**config.mk**
```make
export PLATFORM = sky130hd
export DESIGN_NAME = osa_ctrl
export DESIGN_NICKNAME = d
export VERILOG_FILES = /design/src/osa_pkg.sv /design/src/osa_ctrl.sv
export SDC_FILE = /design/constraint.sdc
export NUM_CORES = 1
export LEC_CHECK = 0
export BUFFER_PORTS_ARGS = -buffer_cell sky130_fd_sc_hd__buf_2
export CORE_AREA = 2 2 39 41
export CTS_CLUSTER_SIZE = 20
export DETAILED_ROUTE_END_ITERATION = 8
export DIE_AREA = 0 0 41 43
export PLACE_DENSITY = 0.4
export SYNTH_ARGS = -nofsm -noshare
export SYNTH_HDL_FRONTEND = slang
export SYNTH_SLANG_ARGS = --single-unit
```
**constraint.sdc**
```tcl
create_clock -name clk -period 2 [get_ports clk]
set_clock_uncertainty 0.15 [all_clocks]
set_input_delay 0.3 -clock clk [delete_from_list [all_inputs] [get_ports clk]]
set_output_delay 0.3 -clock clk [all_outputs]
set_load 0.02 [all_outputs]
```
**src/osa_pkg.sv**
```systemverilog
// ----------------------------------------------------------------------------
// osa_pkg: shared types and constants of the OSA edit distance row engine
// Field widths, register indexes, controller states and the command and
// status groups between controller and datapath.
// ----------------------------------------------------------------------------
package osa_pkg;

  localparam int MAX_LEN_DEFAULT = 32;

  localparam int CHAR_W = 8;
  localparam int POS_W  = 6;
  localparam int DIST_W = 6;
  // internal cost width: one bit of headroom over a stored entry
  localparam int VAL_W  = DIST_W + 1;
  localparam int REG_IDX_W = 1;

  localparam logic [REG_IDX_W-1:0] REG_MAX_DIST     = 1'b0;
  localparam logic [REG_IDX_W-1:0] REG_QUERY_LENGTH = 1'b1;

  localparam logic [DIST_W-1:0] MAX_DIST_RESET     = 6'd2;
  localparam logic [DIST_W-1:0] QUERY_LENGTH_RESET = 6'd1;
  localparam logic [VAL_W-1:0]  VAL_SAT            = 7'd63;

  typedef enum logic [1:0] {
    ST_IDLE,
    ST_READ,
    ST_RUN,
    ST_DONE
  } state_t;

  typedef struct packed {
    logic load_q;   // store one query character
    logic latch;    // capture a row request, store its candidate character
    logic issue;    // read first column and candidate byte
    logic step;     // compute one column, read the next
    logic finish;   // load the output register
  } cmd_t;

  typedef struct packed {
    logic load_ok;
    logic row_ok;
    logic len_zero;
    logic last_col;
    logic out_free;
  } sts_t;

endpackage

```
**src/osa_ctrl.sv**
```systemverilog
// ----------------------------------------------------------------------------
// osa_ctrl: sequencer of the OSA edit distance row engine
// Walks one row request through read, column steps and result hand-off.
// ----------------------------------------------------------------------------
module osa_ctrl (
  input  logic          clk,
  input  logic          rst,
  input  logic          in_valid,
  output logic          in_stall,
  input  osa_pkg::sts_t sts,
  output osa_pkg::cmd_t cmd
);

  import osa_pkg::*;

  state_t st;
  state_t st_next;

  always_ff @(posedge clk) begin
    if (rst) begin
      st <= ST_IDLE;
    end else begin
      st <= st_next;
    end
  end

  always_comb begin
    st_next  = st;
    cmd      = '0;
    in_stall = 1'b1;
    unique case (st)
      ST_IDLE: begin
        in_stall = 1'b0;
        if (in_valid && sts.load_ok) begin
          cmd.load_q = 1'b1;
        end
        if (in_valid && sts.row_ok) begin
          cmd.latch = 1'b1;
          st_next   = ST_READ;
        end
      end
      ST_READ: begin
        cmd.issue = 1'b1;
        st_next   = sts.len_zero ? ST_DONE : ST_RUN;
      end
      ST_RUN: begin
        cmd.step = 1'b1;
        if (sts.last_col) begin
          st_next = ST_DONE;
        end
      end
      ST_DONE: begin
        if (sts.out_free) begin
          cmd.finish = 1'b1;
          st_next    = ST_IDLE;
        end
      end
      default: st_next = ST_IDLE;
    endcase
  end

  a_run_ends: assert property (@(posedge clk) disable iff (rst)
    (st == ST_RUN && sts.last_col) |=> st == ST_DONE)
    else $error("row walk did not end at the last column");

  a_read_to_run: assert property (@(posedge clk) disable iff (rst)
    (st == ST_READ && !sts.len_zero) |=> st == ST_RUN)
    else $error("non-empty query did not start the column walk");

  a_done_holds: assert property (@(posedge clk) disable iff (rst)
    (st == ST_DONE && !sts.out_free) |=> (st == ST_DONE && !cmd.latch))
    else $error("result dropped while output register busy");

endmodule

```
======== After elaboration in Yosys (flattened, before gate mapping) ========
Index checks and enable logic that the tools add are counted.
word-level totals
  bits in registers ....................... 2
  word-level logic and storage cells ...... 24
operators by class
  multiplexer cells ....................... 13
  equality and inequality tests ........... 6
  reductions and logical operators ........ 4
operator list
  operator                                                               number
  1-bit 2-to-1 mux                                                       8
  2-bit 2-to-1 mux                                                       4
  2-bit case mux with 4 select lines                                     1
  2-bit != test, second input constant                                   3
  2-bit equality test, second input constant                             2
  3-bit AND reduction                                                    1
  2-bit by 1-bit equality test with 1-bit output, second input constant  1
  1-bit logical AND                                                      2
  2-bit logical NOT                                                      1

======== Depth between registers and ports, before layout ========
  depth after elaboration ................. 3
  gate-level depth with buffers ........... 5
  depth with buffers taken out ............ 5

======== Least setup slack after synthesis ========
OpenSTA, ideal clock, no wires.
  path kind ............................... reg-to-reg
  start ................................... register st[0]
  end ..................................... register st[0]
  arrival time ............................ 1.203 ns
  clock period less this slack ............ 1.441 ns
  library setup time ...................... 0.088 ns
  cell stages (with the launch flop) ...... 6
  slack ................................... 0.559 ns
  path through ............................ dfxtp_1 -> inv_1 -> ha_1 -> nand2b_1 -> a31oi_1 -> a311oi_2
on the way
  longest elaborated chain between the ends .. 3
ends and longest elaborated chain
  what                                                             RTL line        RTL
  start, declared                                                  osa_ctrl.sv:16  state_t st;
  start signal, assigned                                           osa_ctrl.sv:23  st <= st_next;
  2-bit equality test / 2-bit logical NOT (equally long branches)  osa_ctrl.sv:31  unique case (st)
  2-bit != test (no line)                                          n/a
  3-bit AND reduction (no line)                                    n/a
Several ways; a longest one is shown, not always the timed one.
A chain may end at the register's enable or synchronous reset.

==> results.md <==
* Status: finished clean
* Final wirelength at between 400 and 500 µm
* R2r endpoint: st[0]
* H-tree depth at 1
* Syn avg cell area at ~9.4 µm²
* Remaining DRCs at 0
* Reg clk slew, reported paths at 0.03 ns
* Setup violators final at 0
* Highest clock rate at around 0.57 GHz
* Routed length per instance at slightly above 8 µm
* Syn. warnings at 0
* # fillers at roughly 150
* Routability congestion estimate from global placement at roughly 0.65
* DP HPWL at between 300 and 400 µm
* Slew Viols, Final at 0
* Antenna violations before repair at 0
* Root buffer cell: clkbuf_4
* #FFs+latches synth at 2
* CP Class: reg2out
* Count leader, synth: ha_1
* CP cell instances: inv_1 > ha_1 > and3_2 > buf_2
* CP Max Fanout at 5
* Vias in the first global route at 171
* P_sw at a little over 0.0002 W
* Vias per cell at just under 4
* Top post-synthesis cells by area: ha_1 28%, dfxtp_1 18%, a21bo_4 7.2%
* CP Data Required Time at 1.55 ns
* Die span in x at around 40 µm
* Clock buffer depth at 2
* Synth cell count leaders: 5 x ha_1, 3 x inv_1
* Synth area leader: ha_1
* Synth Area in Adders at 0.276
* ANT cells at 0
* Simple-gate share of the synthesized area at 0.249
* CP Capture Type: output pin
* WP data arrival at about 1.3 ns
* Int Pwr at ~0.00027 W
* R2R depth at 5
* R2R Setup Slk at 0.47 ns
* CTS Hold Bufs at 0
* Via count at 219
* Hold crit path type: in2reg
* # rows at 14
* Max Cap Viol at 0
* Peak VDD IR at about 0.00036 V
* Top flop regs: st: 2 flops
* Hold Violations, Final at 0
* Area after DPL at around 310 µm²
* Most flops, register: st
* Crit-path slowest cell: dfxtp_1
* Top_reg_cell synth: dfxtp_1
* Comb pwr share at 0.650
* Synth unique cells at 14
* Initial Utilization at 0.164
* Layout Cells excl Fill at 56
* Seq/Total Area, Yosys at 0.177
* Io pins at 14
* Pwr dens at approximately 1400 mW/mm²
* Max FFs per register at 2
* Fin crit period at roughly 1.7 ns
* Placed cells at 53
* Drt initial violations at 1
* Post-cts resize count at 0
* Post-synth EDFFs at 0
* Slew headroom at 0.881
* Hold path depth at 2
* CTS sink cnt at 2
* Final cycle utilization of the critical path at 0.872
* Design Area, Final at ~330 µm²
* Largest family of logic cells by synthesized area: adder cells
* Measured slew at the worst slew-check pin at ~0.18 ns
* Core ar. at approximately 0.0014 mm²
* DRT antenna net count at 0
* Synthesized area at 226 µm²
* Post-Syn Instances at 24
* Hold_sp: rst
* Slack of the critical path at around 0.26 ns
* # port buffers at 13
* Syn Nets at 37
* Sink of the worst hold path: st[0]
* Die ar. at roughly 0.0018 mm²
* Die Y at between 40 and 50 µm
* Gr usage total at 0.0551
* Drt first pass iters at 4
* Post-Route Utilization at 0.241
* Area Overhead vs Synth at 47.5%
* Pre-CTS setup slack at 0.470 ns
* Largest stage delay, worst path at around 0.4 ns
* Pleak at approximately 0.17 nW
* Synth Area in XOR/XNOR at 0
* Buffer and inverter count on the worst path at 2
* Asr flop ratio synth at 0
* Net Sw Frac at 0.439
* Compound-gate portion of the synthesized area at 0.249
* TritonCTS clock tree: done
* Power share of the clock group at 0.183
* Delay-heaviest family, CP: flip-flops
* CTS buffer count at 3
* Layout cells sized above 1 at 0.525
* FF-to-FF Start: st[0]
* Register area at roughly 40 µm²
* CP startpoint kind: flip-flop
* First-pass GRT wire length at roughly 650 µm
* Setup TNS at 0 ns
* Final global-route overflow total at 0
* Largest net degree at the start of global routing at 6
* Footprint of the multi-input gates at between 150 and 200 µm²
* Final #Nets at 55
* Sequential share of power at 0.167
* Worst-skew pair later-pin latency at about 0.22 ns
* Synth top area share at 0.276
* Unrepaired setup endpoints after global routing: false
* Setup bufs post-CTS at 0
* Mux contribution to synthesized area at 0
[per-stage QoR]
stage	hold slack, ns	power, W
final	0.124	0.000474
after global routing	0.114	0.000522
after CTS	0.120	0.000479
after detailed placement	0.347	0.000389
after global placement	0.341	0.000394
after floorplan	0.218	0.000319
[layer usage]
layer	up-vias	track usage	wire length [µm]
li1	118	-	-
met1	93	0.0607	189
met3	0	0.0157	34
met5	-	0	0
met4	0	0.0400	0
met2	8	0.0844	228
[power by group through the flow]
stage	Sequential (W)	Clock (W)	Combinational (W)
2_1_floorplan	0.0000748	0	0.000244
3_3_place_gp	0.0000816	0	0.000312
3_5_place_dp	0.0000805	0	0.000309
4_1_cts	0.0000799	0.0000881	0.000311
5_1_grt	0.0000823	0.0000996	0.000340
6_report	0.0000791	0.0000866	0.000308
[kinds of logic after synthesis]
| logic type | count (synthesis) |
|---|---|
| AOI/OAI and AO/OA | 6 |
| DFF | 2 |
| buffers and inverters | 3 |
| and+or+nand+nor | 8 |
| adders and majority gates | 5 |
[placed cells by master, fill, tap and decap left out, drive strengths merged]
master / count
a21bo: 1
a21oi: 2
a311oi: 1
a31o: 1
a31oi: 1
and2: 1
and3: 3
buf: 13
clkbuf: 3
dfxtp: 2
ha: 5
inv: 3
nand2b: 2
nand3: 1
nand4: 1
[worst max path at each step]
stage          startpoint  endpoint  depth (start not counted)
2_1_floorplan       st[0]     st[0]                          5
3_3_place_gp        st[1]     st[0]                          5
3_5_place_dp        st[0]     st[0]                          5
4_1_cts             st[0]    cmd[4]                          4
5_1_grt             st[0]    cmd[4]                          4
6_report            st[0]    cmd[4]                          4
[layout make-up]
type / instances / share of cell area
inverter: 3 / 0.0337
clock buffer: 3 / 0.0674
multi-input combinational: 19 / 0.524
sequential: 2 / 0.120
timing repair buffer: 13 / 0.195
tap: 16 / 0.0599
Note: power is estimated with default switching activity, not from simulation.
